==> config.mk <==
export PLATFORM = sky130hd
export DESIGN_NAME = sia_cfg
export DESIGN_NICKNAME = d
export VERILOG_FILES = /design/src/design/sia_pkg.sv /design/src/design/sia_cfg.sv
export SDC_FILE = /design/constraint.sdc
export NUM_CORES = 1
export LEC_CHECK = 0
export ABC_AREA = 1
export BUFFER_PORTS_ARGS = -buffer_cell sky130_fd_sc_hd__buf_2
export CAP_MARGIN = 5
export CORE_AREA = 10 10 62 64
export CTS_CLUSTER_DIAMETER = 150
export CTS_CLUSTER_SIZE = 30
export DETAILED_ROUTE_END_ITERATION = 10
export DIE_AREA = 0 0 72 74
export HOLD_SLACK_MARGIN = 0.02
export PLACE_DENSITY_LB_ADDON = 0.1
export SYNTH_ARGS = -nofsm -noshare
export SYNTH_HDL_FRONTEND = slang
export SYNTH_SLANG_ARGS = --single-unit
==> constraint.sdc <==
create_clock -name clk -period 0.8 [get_ports clk]
set_clock_uncertainty 0.2 [all_clocks]
set_input_delay 0.12 -clock clk [delete_from_list [all_inputs] [get_ports clk]]
set_output_delay 0.12 -clock clk [all_outputs]
set_load 0.02 [all_outputs]
==> src/design/sia_pkg.sv <==
package sia_pkg;

  // Build-time defaults for the top-level parameters
  localparam int POOL_SIZE_DEF = 1024;
  localparam int MAX_BATCH_DEF = 16;

  // Fixed field widths of the request and result channels
  localparam int ID_OUT_W   = 10;
  localparam int CNT_OUT_W  = 11;
  localparam int BATCH_IN_W = 5;

  // Width wide enough to compare any id, count or limit at the largest pool
  localparam int CMP_W = 17;

  // Configuration port
  localparam int CFG_ADDR_W = 2;
  localparam int CFG_DATA_W = 32;
  localparam logic [CFG_ADDR_W-1:0] REG_MAX_LIVE_ADDR = 2'd0;
  localparam logic [CNT_OUT_W-1:0]  MAX_LIVE_RESET    = 11'd1024;

  // Request modes
  localparam logic MODE_ALLOC = 1'b0;
  localparam logic MODE_FREE  = 1'b1;

  // Result status codes
  localparam logic [1:0] STATUS_OK        = 2'd0;
  localparam logic [1:0] STATUS_FULL      = 2'd1;
  localparam logic [1:0] STATUS_NEVER     = 2'd2;
  localparam logic [1:0] STATUS_NOT_ALLOC = 2'd3;

  typedef struct packed {
    logic                  mode;
    logic [BATCH_IN_W-1:0] batch_count;
    logic [ID_OUT_W-1:0]   free_id;
  } in_req_t;

  typedef struct packed {
    logic [ID_OUT_W-1:0]  granted_id;
    logic [1:0]           status;
    logic                 last;
    logic [CNT_OUT_W-1:0] live_count;
  } out_res_t;

  typedef enum logic [2:0] {
    S_IDLE,
    S_ALLOC_RD,
    S_ALLOC_WB,
    S_FREE_WB,
    S_FULL
  } eng_state_t;

endpackage

==> src/design/sia_cfg.sv <==
module sia_cfg (
  input  logic                            clk,
  input  logic                            rst_n,
  input  logic                            psel,
  input  logic                            penable,
  input  logic                            pwrite,
  input  logic [sia_pkg::CFG_ADDR_W-1:0]  paddr,
  input  logic [sia_pkg::CFG_DATA_W-1:0]  pwdata,
  output logic [sia_pkg::CFG_DATA_W-1:0]  prdata,
  output logic                            pready,
  output logic [sia_pkg::CNT_OUT_W-1:0]   max_live
);
  import sia_pkg::*;

  logic [CNT_OUT_W-1:0] max_live_r;
  logic                 wr_hit;

  assign pready   = 1'b1;
  assign wr_hit   = psel && penable && pwrite && (paddr == REG_MAX_LIVE_ADDR);
  assign max_live = max_live_r;

  always_ff @(posedge clk) begin
    if (!rst_n) begin
      max_live_r <= MAX_LIVE_RESET;
    end else if (wr_hit) begin
      max_live_r <= pwdata[CNT_OUT_W-1:0];
    end
  end

  always_comb begin
    prdata = '0;
    if (paddr == REG_MAX_LIVE_ADDR) begin
      prdata = CFG_DATA_W'(max_live_r);
    end
  end

endmodule

==> run metrics <==
Cell Area, Synth=774 um^2; routability congestion estimate=0.706; Clock Path Buffers=2; Mapped Cells=122; 1st-pass router iterations=4; final hold vios=9; Slowest-stage cell, CP=dfxtp_4; Area Growth Syn to Fin=79.6%; failing checks=negative hold slack, negative setup slack; pin count of the biggest net entering global routing=12; Min-Delay Path Class=in -> reg; H-tree depth=1; Post-Place Cell Area=1070 um^2; Largest delay share family, worst path=flip-flops; leakage=0.642 nW; CTS clk-pin slew, worst paths=70 ps; total power=1.35 mW; crit-path max FO=3; register area share after synthesis=0.284; max-cap violation count=0; WP data required=480 ps; count of final max-slew check failures=0; Final Util=0.523; Synth Warn #=0; hpwl dp=1830 um; crit start category=register; worst path arrival time=880 ps; worst-path cell chain=buf_4 > buf_6; worst vdd ir=0.000633 V; Initial Utilization=0.291; Die Span Y=74 um; setup violators final=29; final global-route overflow total=0; Die Width=72 um; Wirelength per Cell=12.7 um; status=finished, violations left; Layout Nets=210; EDFF count, synth=0; global-route wire length before repair=4350 um; First DRT Iteration DRCs=12; #FFs+latches synth=11; Remaining DRCs=0; unrepaired setup endpoints after global routing=true; final worst slack=-397 ps; All-Layer GR Usage=0.101; Die ar.=5330 um^2; remaining antenna violation count=0; layout cells sized above 1=0.576; Clock Sinks=11; final hold slack=-118 ps; initial antenna violation count=0; PwrDens=967 nW/um^2; core area=2660 um^2; CTS tree=yes; max reg flops=11; CTS buffer count=3; worst-skew pair later-pin latency=260 ps; Netlist cell types=16; num ports=83; Design Area, Final=1390 um^2; most common flop cell mapped by yosys=dfxtp_1; fillcell total=284; setup TNS=-7300 ps; HP Start=pwdata[10]; vias per cell=3.97; vias in the first global route=905; post-synthesis async set-or-reset flop share=0; WL final=2550 um; row count=19; FF-to-FF Start=max_live[10]; Largest stage delay, worst path=360 ps; period utilisation layout=1.50; fmax=835 MHz; Setup CP Type=reg -> out; ANT cells=0; Tmin final=1200 ps; Clk Tree Root Cell=clkbuf_4; I/O Buffers=39; DR vias=798; Buffers & Inverters on Critical Path=2; crit end category=output port; crit path from=max_live[5]; Mean Syn Cell Area=6.35 um^2
[cells in the final DEF, fill, tap and decap left out, types with 4 or more instances in the layout]
master / n
inv_4: 5
inv_1: 11
buf_4: 4
conb_1: 22
nand3_1: 11
nor2_4: 17
nor2_1: 15
nor2_2: 5
nand2_1: 11
buf_2: 15
inv_2: 6
dfxtp_4: 11
buf_6: 24
[final timing paths]
check                       to  depth (start not counted)  slack [ps]
setup / recovery   max_live[5]                          2        -400
hold / removal    max_live[10]                          3        -120
setup reg to reg  max_live[10]                          2         -10
hold reg to reg    max_live[4]                          2         290
[layout make-up]
cell class / instances / area, um^2 / area share
inverter: 24 / 128 / 0.0917
tap: 31 / 38.8 / 0.0279
sequential: 11 / 262 / 0.188
timing repair buffer: 45 / 405 / 0.291
clock buffer: 4 / 26.3 / 0.0189
multi-input combinational: 86 / 532 / 0.382
[what timing repair did]
action / CTS / global route
cloned: 4 / 0
pin swaps: 18 / 12
endpoints found under the setup margin: 33 / 33
endpoints found under the hold margin: 11 / 11
resized for setup: 52 / 17
buffers inserted: 4 / 1
[per-layer routing]
layer  up-vias  wire length [um]  global-route usage
met2        37              1380               0.179
met1       348              1010               0.104
met5         -                 0                   0
li1        413                 -                   -
met4         0                 0              0.0452
met3         0               165              0.0386
[per-stage QoR]
step                std cells  worst slack [ps]
floorplan                 142             -65.4
global placement          188              -387
detailed placement        188              -417
CTS                       200              -398
global route              201              -451
finish                    201              -397
[synthesized netlist by cell type, types with 2 or more instances]
cell type	instances	area share
buf_4	22	0.21
conb_1	2	0.0097
dfxtp_1	11	0.28
inv_1	22	0.11
inv_2	2	0.0097
nand2_1	12	0.058
nand3_1	11	0.071
nor2_1	31	0.15
nor2_4	2	0.029
[logic make-up (layout without fill, tap and decap cells)]
| logic type | count (synthesis) | in the layout | share of synthesized area |
|---|---|---|---|
| flip-flops | 11 | 11 | 0.284 |
| AND/OR/NAND/NOR | 59 | 63 | 0.344 |
| other | 2 | 22 | 0.00970 |
| AO/OA/AOI/OAI | 1 | 1 | 0.00646 |
| buffers and inverters | 49 | 73 | 0.355 |
[power by group]
part / total [mW] / switching (mW) / internal [mW]
clock: 0.366 / 0.173 / 0.193
sequential: 0.547 / 0.0159 / 0.531
combinational: 0.432 / 0.285 / 0.147
total: 1.35 / 0.475 / 0.871
[worst reg2reg max path, stage by stage, from the launching register on]
cell     delay (ps)
dfxtp_4         350
o21ai_1          70
nand3_1          70
Note: power is estimated with default switching activity, not from simulation.
