### src/design/sia_pkg.sv
package sia_pkg;

  // Build-time defaults for the top-level parameters
  localparam int POOL_SIZE_DEF = 1024;
  localparam int MAX_BATCH_DEF = 16;

  // Fixed field widths of the request and result channels
  localparam int ID_OUT_W   = 10;
  localparam int CNT_OUT_W  = 11;
  localparam int BATCH_IN_W = 5;

  // Width wide enough to compare any id, count or limit at the largest pool
  localparam int CMP_W = 17;

  // Configuration port
  localparam int CFG_ADDR_W = 2;
  localparam int CFG_DATA_W = 32;
  localparam logic [CFG_ADDR_W-1:0] REG_MAX_LIVE_ADDR = 2'd0;
  localparam logic [CNT_OUT_W-1:0]  MAX_LIVE_RESET    = 11'd1024;

  // Request modes
  localparam logic MODE_ALLOC = 1'b0;
  localparam logic MODE_FREE  = 1'b1;

  // Result status codes
  localparam logic [1:0] STATUS_OK        = 2'd0;
  localparam logic [1:0] STATUS_FULL      = 2'd1;
  localparam logic [1:0] STATUS_NEVER     = 2'd2;
  localparam logic [1:0] STATUS_NOT_ALLOC = 2'd3;

  typedef struct packed {
    logic                  mode;
    logic [BATCH_IN_W-1:0] batch_count;
    logic [ID_OUT_W-1:0]   free_id;
  } in_req_t;

  typedef struct packed {
    logic [ID_OUT_W-1:0]  granted_id;
    logic [1:0]           status;
    logic                 last;
    logic [CNT_OUT_W-1:0] live_count;
  } out_res_t;

  typedef enum logic [2:0] {
    S_IDLE,
    S_ALLOC_RD,
    S_ALLOC_WB,
    S_FREE_WB,
    S_FULL
  } eng_state_t;

endpackage

### src/design/sia_out_buf.sv
module sia_out_buf (
  input  logic              clk,
  input  logic              rst_n,
  input  logic              res_valid,
  input  sia_pkg::out_res_t res,
  output logic              res_ready,
  output logic              out_valid,
  input  logic              out_stall,
  output sia_pkg::out_res_t out_data
);
  import sia_pkg::*;

  logic     full_r;
  out_res_t data_r;

  // Take a new result when empty or when the held one leaves this cycle
  assign res_ready = !full_r || !out_stall;
  assign out_valid = full_r;
  assign out_data  = data_r;

  always_ff @(posedge clk) begin
    if (!rst_n) begin
      full_r <= 1'b0;
    end else if (res_ready) begin
      full_r <= res_valid;
    end
  end

  always_ff @(posedge clk) begin
    if (res_ready && res_valid) begin
      data_r <= res;
    end
  end

endmodule

### config.mk
export PLATFORM = sky130hd
export DESIGN_NAME = sia_out_buf
export DESIGN_NICKNAME = d
export VERILOG_FILES = /design/src/design/sia_pkg.sv /design/src/design/sia_out_buf.sv
export SDC_FILE = /design/constraint.sdc
export NUM_CORES = 1
export LEC_CHECK = 0
export ABC_AREA = 1
export BUFFER_PORTS_ARGS = -buffer_cell sky130_fd_sc_hd__buf_2
export CORE_ASPECT_RATIO = 0.9
export CORE_MARGIN = 4
export CORE_UTILIZATION = 38
export CTS_CLUSTER_DIAMETER = 150
export DETAILED_ROUTE_END_ITERATION = 12
export GPL_TIMING_DRIVEN = 1
export PLACE_DENSITY = 0.75
export SYNTH_ARGS = -nofsm -noshare
export SYNTH_HDL_FRONTEND = slang
export SYNTH_SLANG_ARGS = --single-unit
### constraint.sdc
create_clock -name clk -period 2.55 [get_ports clk]
set_input_delay 0.1275 -clock clk [delete_from_list [all_inputs] [get_ports clk]]
set_output_delay 0.1275 -clock clk [all_outputs]
set_load 0.005 [all_outputs]
==> results_dict.tcl, run 1 <==
set metrics [dict create \
    status "completed" \
    port_buffers 53 \
    synth-xor-area-share 0 \
    async_flop_share 0 \
    rsz0062_at_grt "no" \
    yosys.area.top_type "edfxtp_1" \
    vias 567 \
    synth_top_family_by_area "compound AO/OA/AOI/OAI gates" \
    cp.arrival_ns 1.08 \
    skew_ns 0.007997 \
    drtIter0Drc 8 \
    power.density_nw_per_um2 550.7 \
    synth_seq_cells 25 \
    critPathKind "register to register" \
    cap_violations 0 \
    crit_fanout 24 \
    clk_pin_slew_ns 0.11 \
    synth_compound_area_frac 0.01792 \
    cts_resized 0 \
    drc 0 \
    stdcell_count 137 \
    fin_area_um2 1343 \
    postRouteAntennaNets 0 \
    drive_above_1_share 0.5357 \
    min_path_type "input pin to register" \
    synthFlopType "edfxtp_1" \
    cts.htree.levels 1 \
    place_congestion 0.7310 \
    power_frac_seq 0.655 \
    slew_headroom 0.8053 \
    syn-mean-instance-area_um2 25.61 \
    clock-root-buffer "clkbuf_4" \
    grt_use_total 0.1488 \
    drt-vias-per-instance 4.139 \
    busiest_layer "met2" \
    synth_edf_count 24 \
    fmax_ghz 0.9161 \
    synth_most_common_cell "edfxtp_1" \
    cts_buffers 3 \
    placed_cells 109 \
    antenna_found_initial 0 \
    end_kind "register" \
    synthesis.nets 58 \
    groute.layer.met2.usage 0.2677 \
    syn_to_final_growth_pct 74.76 \
    sw_frac_of_total 0.1960 \
    fin_nets 141 \
    grt_first_pass_wirelength_um 3111 \
    grt_max_degree 25 \
    fp.dieW_um 55.40 \
    rows 15 \
    fin_crit_ns 1.092 \
    power_frac_comb 0.123 \
    synthDominantCellAreaShare 0.9381 \
    p_sw_mw 0.1449 \
    ioPinCount 54 \
    place_area_um2 1076 \
    synth_common_cells "edfxtp_1, inv_1" \
    p_clk_frac 0.222 \
    synthMuxAreaShare 0 \
    initial_core_util 0.4013 \
    synth-simple-area-share 0.008143 \
    wl_per_cell_um 14.47 \
    vdd_drop_max_mv 0.3408 \
    coreArea_um2 1914 \
    drt-total-wl_um 1982 \
    cts.path.max_buffers 2 \
    startpoint_type "register" \
    p_leak_nw 0.5847 \
    p_int_mw 0.5945 \
    setup_tns_ns 0 \
    syn_area_um2 768.2 \
    die_area_um2 2806 \
    clkLatencyLatePin_ns 0.30 \
    hold-worst-slack_ns 0.03853 \
    firstDrtPassIters 6 \
    yosysUniqueCellTypes 6 \
    synth_cells 30 \
    period_share 0.4281 \
    report.final.slew_viol_count 0 \
    gr-total-overflow 0 \
    cts_tree "yes" \
    hold_viol 0 \
    worstMarginPinSlew_ns 0.2920 \
    dp_hpwl_um 1313 \
    grt_pass1_vias 622 \
    cp_data_required_time_ns 2.54 \
    met1_usage 0.1782 \
    ys_seq_area_frac 0.9642 \
    synth_fa_ha_area_frac 0 \
    met3_usage 0.02314 \
    die_height_um 50.66 \
    nFillCells 140 \
    setup_violations 0 \
    yosys_warnings 0 \
    synth_area_leaders "edfxtp_1, dfxtp_1, a21oi_2, inv_1, nand2_2" \
    antenna_cells 0 \
    cts_sinks 25 \
]
==> timing repair <==
action / CTS / global route
hold endpoints to repair: 24 / 0
setup buffers: 0 / 0
hold buffers: 24 / 0
setup endpoints to repair: 0 / 0
==> layout make-up <==
cell class	instances	area, µm²	area share
tap	25	31.28	0.02330
multi-input combinational	3	23.77	0.01771
timing repair buffer	78	513.0	0.3821
clock buffer	4	26.28	0.01957
inverter	2	7.507	0.005592
sequential	25	740.7	0.5517
==> cell usage in the layout (no fill, tap or decap), drive strengths merged <==
| cell | instances |
|---|---|
| buf | 54 |
| dlygate4sd3 | 24 |
| edfxtp | 24 |
| clkbuf | 4 |
| inv | 2 |
| a21oi | 2 |
| nand2 | 1 |
| dfxtp | 1 |
==> path summary, 6_finish.rpt <==
check	startpoint	endpoint	slack [ns]	cells past startpoint
setup / recovery	out_valid$_SDFFE_PN0P_	out_data[4]$_DFFE_PP_	1.46	2
hold / removal	rst_n	out_valid$_SDFFE_PN0P_	0.04	3
setup reg to reg	out_valid$_SDFFE_PN0P_	out_data[4]$_DFFE_PP_	1.46	2
hold reg to reg	out_valid$_SDFFE_PN0P_	out_valid$_SDFFE_PN0P_	0.51	2
==> metal layers <==
layer / vias up / part of all wire
met5: - / 0
met4: 0 / 0.0096
met3: 2 / 0.016
met2: 11 / 0.57
met1: 277 / 0.40
li1: 277 / -
==> critical path, stage by stage, from the launching register on <==
cell and delay (ns):
dfxtp_1 0.35, a21oi_2 0.12, buf_4 0.30
==> flip-flops by register name (all words and copies together), names as in the netlist <==
signal	cells
out_data	24
out_valid	1
==> through the flow <==
stage | utilization | setup slack [ns] | total power, mW
floorplan | - | 0.5985 | 0.5076
global placement | 0.5621 | 1.500 | 0.5536
detailed placement | 0.5621 | 1.473 | 0.5555
CTS | 0.7013 | 1.454 | 0.7473
global route | 0.7013 | 1.420 | 0.7766
finish | 0.7013 | 1.458 | 0.7394
==> logic make-up (layout without fill, tap and decap cells) <==
family	after synthesis	after routing
DFF	25	25
buffers and inverters	2	84
AOI/OAI and AO/OA	2	2
and+or+nand+nor	1	1
==> power by group through the flow <==
stage / registers [mW] / logic (mW) / clock network [mW]
floorplan: 0.498 / 0.00962 / 0
global placement: 0.493 / 0.0606 / 0
detailed placement: 0.493 / 0.0621 / 0
CTS: 0.484 / 0.0908 / 0.172
global route: 0.487 / 0.0996 / 0.190
finish: 0.484 / 0.0910 / 0.164
No activity file was read; power rests on OpenSTA's default activity.
==> run 2, diff against run 1 <==
--- a/config.mk
+++ b/config.mk
@@ -9,11 +9,11 @@
 export BUFFER_PORTS_ARGS = -buffer_cell sky130_fd_sc_hd__buf_2
 export CORE_ASPECT_RATIO = 0.9
 export CORE_MARGIN = 4
-export CORE_UTILIZATION = 38
+export CORE_UTILIZATION = 35
 export CTS_CLUSTER_DIAMETER = 150
 export DETAILED_ROUTE_END_ITERATION = 12
 export GPL_TIMING_DRIVEN = 1
-export PLACE_DENSITY = 0.75
+export PLACE_DENSITY = 0.73
 export SYNTH_ARGS = -nofsm -noshare
 export SYNTH_HDL_FRONTEND = slang
 export SYNTH_SLANG_ARGS = --single-unit
==> constraint.sdc (replaced) <==
create_clock -name clk -period 1 [get_ports clk]
set_input_delay 0.05 -clock clk [delete_from_list [all_inputs] [get_ports clk]]
set_output_delay 0.05 -clock clk [all_outputs]
set_load 0.005 [all_outputs]
==> results_dict.tcl, run 2 (synthesis results as in run 1) <==
set metrics [dict create \
    gr-total-overflow 0 \
    clk_pin_slew_ns 0.13 \
    period_share 0.9953 \
    cts.path.max_buffers 2 \
    skew_ns 0.004355 \
    drt-total-wl_um 2250 \
    ctsHoldBuffers 25 \
    cap_violations 0 \
    fin_crit_ns 0.9953 \
    vias 609 \
    p_clk_frac 0.231 \
    cts_buffers 3 \
    ioPinCount 54 \
    initial_core_util 0.3826 \
    place_congestion 0.7238 \
    hold_viol 0 \
    cp_data_required_time_ns 1.05 \
    syn_to_final_growth_pct 80.29 \
    worstMarginPinSlew_ns 0.1467 \
    slowest_delay_ns 0.37 \
    cts_tree "yes" \
    critPathKind "register to register" \
    cp.arrival_ns 1.04 \
    startpoint "out_valid$_SDFFE_PN0P_" \
    drt-vias-per-instance 4.381 \
    clock-root-buffer "clkbuf_4" \
    setup_tns_ns 0 \
    cts.htree.levels 1 \
    startpoint_type "register" \
    final_cell_mix "buf_2, dlygate4sd3_1, edfxtp_1" \
    power.density_nw_per_um2 1405 \
    p_sw_mw 0.4173 \
    grt_pass1_vias 668 \
    regToRegStartpoint "out_valid$_SDFFE_PN0P_" \
    fin_area_um2 1385 \
    antenna_cells 0 \
    die_area_um2 3010 \
    min_path_type "input pin to register" \
    largest_reg_flops 24 \
    clkLatencyLatePin_ns 0.32 \
    p_leak_nw 0.5987 \
    setup_violations 0 \
    rows 15 \
    sw_frac_of_total 0.2145 \
    critPathBufInv 1 \
    die_height_um 52.45 \
    grt_max_degree 20 \
    fp.dieW_um 57.39 \
    power_frac_comb 0.132 \
    mostFrequentLayoutCell "buf_2" \
    port_buffers 53 \
    drc 0 \
    place_area_um2 1105 \
    firstDrtPassIters 4 \
    p_int_mw 1.529 \
    status "completed" \
    slew_headroom 0.9020 \
    postRouteAntennaNets 0 \
    report.final.slew_viol_count 0 \
    fin_nets 143 \
    min-delay-start "out_stall" \
    coreArea_um2 2008 \
    drtIter0Drc 4 \
    wl_per_cell_um 16.19 \
    crit_fanout 19 \
    path_cells "a21oi_4, buf_12" \
    grt_first_pass_wirelength_um 3477 \
    grt_use_total 0.1645 \
    rsz0062_at_grt "yes" \
    dp_hpwl_um 1497 \
    fmax_ghz 1.005 \
    antenna_found_initial 0 \
    critPathTopFamily "flip-flops" \
    power_frac_seq 0.637 \
    drive_above_1_share 0.5526 \
    vdd_drop_max_mv 1.085 \
    slowest_stage "dfxtp_2" \
    end_kind "register" \
    cts_sinks 25 \
    cts_resized 0 \
    post-cts-setup-buffers 0 \
    rrSetupSlack_ns 0.005 \
]
==> run 2: per-layer routing <==
| metal | routed length (µm) | up-vias | track usage |
|---|---|---|---|
| li1 | - | 282 | - |
| met1 | 843 | 306 | 0.1933 |
| met2 | 1285 | 11 | 0.2650 |
| met3 | 18 | 10 | 0.02709 |
| met4 | 103 | 0 | 0.1351 |
| met5 | 0 | - | 0 |
==> run 2: power groups by stage <==
stage          Sequential, mW  Combinational (mW)  Clock [mW]
6_report                 1.24               0.256       0.450
3_5_place_dp             1.26               0.174           0
2_1_floorplan            1.27              0.0279           0
4_1_cts                  1.24               0.253       0.455
3_3_place_gp             1.26               0.172           0
5_1_grt                  1.25               0.275       0.523
==> run 2: worst paths after layout <==
path	endpoint	cells after the start
min	out_valid$_SDFFE_PN0P_	3
min reg2reg	out_valid$_SDFFE_PN0P_	2
max	out_data[19]$_DFFE_PP_	2
max reg2reg	out_data[19]$_DFFE_PP_	2
==> run 2: per-stage QoR <==
| step | util | instances | hold WS, ns | power [mW] | setup WS [ns] |
|---|---|---|---|---|---|
| after floorplan | - | 30 | 0.1474 | 1.298 | -0.1915 |
| after global placement | 0.5502 | 110 | 0.2277 | 1.430 | 0.02804 |
| after detailed placement | 0.5502 | 110 | 0.2284 | 1.435 | 0.009361 |
| after CTS | 0.6897 | 139 | 0.004260 | 1.944 | -0.003672 |
| after global routing | 0.6897 | 139 | -0.0004987 | 2.044 | -0.02778 |
| final | 0.6897 | 139 | 0.007674 | 1.946 | 0.004689 |
==> run 2: layout make-up <==
type | instances | area [µm²]
Timing Repair Buffer | 80 | 543.0
Tap cell | 25 | 31.28
Fill cell | 131 | 623.1
Clock buffer | 3 | 22.52
Clock inverter | 1 | 7.507
Inverter | 2 | 7.507
Multi-Input combinational cell | 3 | 31.28
Sequential cell | 25 | 742.0
==> run 2: worst reg2reg max path, stage by stage, from the launching register on <==
cell     delay, ns
dfxtp_2       0.37
a21oi_4       0.18
buf_12        0.17
==> run 3, diff against run 2 <==
--- a/config.mk
+++ b/config.mk
@@ -5,9 +5,9 @@
 export SDC_FILE = /design/constraint.sdc
 export NUM_CORES = 1
 export LEC_CHECK = 0
-export ABC_AREA = 1
+export ABC_AREA = 0
 export BUFFER_PORTS_ARGS = -buffer_cell sky130_fd_sc_hd__buf_2
-export CORE_ASPECT_RATIO = 0.9
+export CORE_ASPECT_RATIO = 1.1
 export CORE_MARGIN = 4
 export CORE_UTILIZATION = 35
 export CTS_CLUSTER_DIAMETER = 150
==> results_dict.tcl, run 3 <==
set metrics [dict create \
    gr-total-overflow 0 \
    skew_ns 0.003661 \
    setup_violations 0 \
    yosys_warnings 0 \
    drtIter0Drc 6 \
    die_height_um 56.94 \
    cts_resized 0 \
    period_share 0.9891 \
    crit_fanout 9 \
    drc 0 \
    placed_cells 113 \
    startpoint_type "register" \
    slew_headroom 0.9189 \
    cts.path.max_buffers 2 \
    drt-vias-per-instance 4.042 \
    antenna_cells 0 \
    clock-root-buffer "clkbuf_4" \
    min_path_type "input pin to register" \
    cts_buffers 3 \
    vias 578 \
    rows 17 \
    cts_tree "yes" \
    hold_viol 0 \
    grt_max_degree 14 \
    setup_tns_ns 0 \
    final_cell_mix "buf_2, dlygate4sd3_1, edfxtp_1" \
    synthesis.nets 57 \
    drt-total-wl_um 1718 \
    drive_above_1_share 0.5391 \
    critPathKind "register to register" \
    syn-mean-instance-area_um2 26.28 \
    rr_worst_depth 3 \
    grt_pass1_vias 613 \
    place_congestion 0.7743 \
    rsz0062_at_grt "yes" \
    vdd_drop_max_mv 0.9096 \
    report.final.slew_viol_count 0 \
    antenna_found_initial 0 \
    yosysUniqueCellTypes 6 \
    ys_seq_area_frac 0.9721 \
    fin_crit_ns 0.9891 \
    hold-path-endpoint "out_valid$_SDFFE_PN0P_" \
    port_buffers 53 \
    min-delay-start "out_stall" \
    critPathTopFamily "flip-flops" \
    synth_most_common_cell "edfxtp_1" \
    syn_area_um2 762.0 \
    async_flop_share 0 \
    cp_data_required_time_ns 1.04 \
    fin_nets 144 \
    die_area_um2 2988 \
    power.density_nw_per_um2 1354 \
    hold-path-cell-count 3 \
    regToRegStartpoint "out_valid$_SDFFE_PN0P_" \
    status "completed" \
    critPathBufInv 1 \
    synthDominantCellAreaShare 0.9458 \
    r2r-end "out_data[23]$_DFFE_PP_" \
    synth_cells 29 \
    postRouteAntennaNets 0 \
    slowest_delay_ns 0.35 \
    firstDrtPassIters 4 \
    slowest_stage "dfxtp_2" \
    cts_sinks 25 \
    synth_seq_cells 25 \
    cts.htree.levels 1 \
    synthFlopType "edfxtp_1" \
    worstMarginPinSlew_ns 0.1216 \
    clk_pin_slew_ns 0.12 \
    ioPinCount 54 \
    yosys.area.top_type "edfxtp_1" \
    stdcell_count 143 \
    grt_first_pass_wirelength_um 2580 \
    mostFrequentLayoutCell "buf_2" \
    synth_edf_count 24 \
    largest_reg_flops 24 \
    path_cells "nand2_2, and2_4, buf_12" \
    cp.arrival_ns 1.02 \
    fmax_ghz 1.011 \
    grt_use_total 0.1194 \
    synth_area_leaders "edfxtp_1, dfxtp_1, and2_1, nor2b_1, a21oi_1" \
    wl_per_cell_um 12.01 \
    p_leak_nw 0.6104 \
    fp.dieW_um 52.49 \
    syn_to_final_growth_pct 85.71 \
    clkLatencyLatePin_ns 0.30 \
    rrSetupSlack_ns 0.01 \
    cap_violations 0 \
    end_kind "register" \
    coreArea_um2 2042 \
    dp_hpwl_um 1282 \
    initial_core_util 0.3732 \
]
## run 3: stage by stage
step	hold slack [ns]	utilization	setup WS (ns)	area [µm²]	power (mW)
finish	0.02816	0.6930	0.01092	1415	1.916
global route	0.01752	0.6930	-0.01429	1415	2.018
CTS	0.01839	0.6930	0.002625	1415	1.938
detailed placement	0.2285	0.5527	0.01709	1129	1.448
global placement	0.2276	0.5527	0.02686	1129	1.440
floorplan	0.1363	-	0.002652	768.2	1.294
## run 3: worst max path at each step
stage | startpoint | to | slack, ns | depth (start not counted)
floorplan | out_valid$_SDFFE_PN0P_ | out_data[0]$_DFFE_PP_ | 0.003 | 2
detailed placement | out_valid$_SDFFE_PN0P_ | out_data[23]$_DFFE_PP_ | 0.02 | 3
CTS | out_valid$_SDFFE_PN0P_ | out_data[23]$_DFFE_PP_ | 0.003 | 3
global placement | out_valid$_SDFFE_PN0P_ | out_data[11]$_DFFE_PP_ | 0.03 | 3
global route | out_valid$_SDFFE_PN0P_ | out_data[23]$_DFFE_PP_ | -0.01 | 3
finish | out_valid$_SDFFE_PN0P_ | out_data[23]$_DFFE_PP_ | 0.01 | 3
## run 3: per-layer routing
layer  vias to the layer above  share of wire  track usage
met2                        36           0.50       0.2004
met1                       257           0.39       0.1389
met5                         -              0            0
met3                         2           0.11      0.04178
li1                        283              -            -
met4                         0         0.0029      0.04380
## run 3: timing repair
item / in CTS / in global routing
pin swaps: 1 / 0
setup buffers: 0 / 0
endpoints found under the hold margin: 25 / 0
endpoints found under the setup margin: 12 / 15
hold buffers: 26 / 0
## run 3: worst register-to-register path, cell delays in order, from the launching register on
cell	delay, ns
dfxtp_2	0.35
nand2_2	0.05
and2_4	0.19
buf_12	0.13
## run 3: cells by family (layout without fill, tap and decap cells)
kind of cell           count (synthesis)  after routing  share of synthesized area
flip-flops                            25             25                     0.9721
AO/OA/AOI/OAI                          1              1                   0.006562
AND/OR/NAND/NOR                        3              3                    0.02135
buffers and inverters                  0             86                          0
## run 3: cell type report
type	count	area (µm²)
Clock buffer	4	26.28
Timing Repair Buffer	82	585.6
Fill cell	152	626.9
Multi-Input combinational cell	4	26.28
Sequential cell	25	742.0
Tap cell	28	35.03
## run 3: where the power goes
group / switching [mW] / leakage (nW) / internal [mW]
Sequential: 0.0148 / 0.241 / 1.22
Clock: 0.263 / 0.0150 / 0.155
Combinational: 0.0878 / 0.355 / 0.175
Total: 0.366 / 0.610 / 1.55
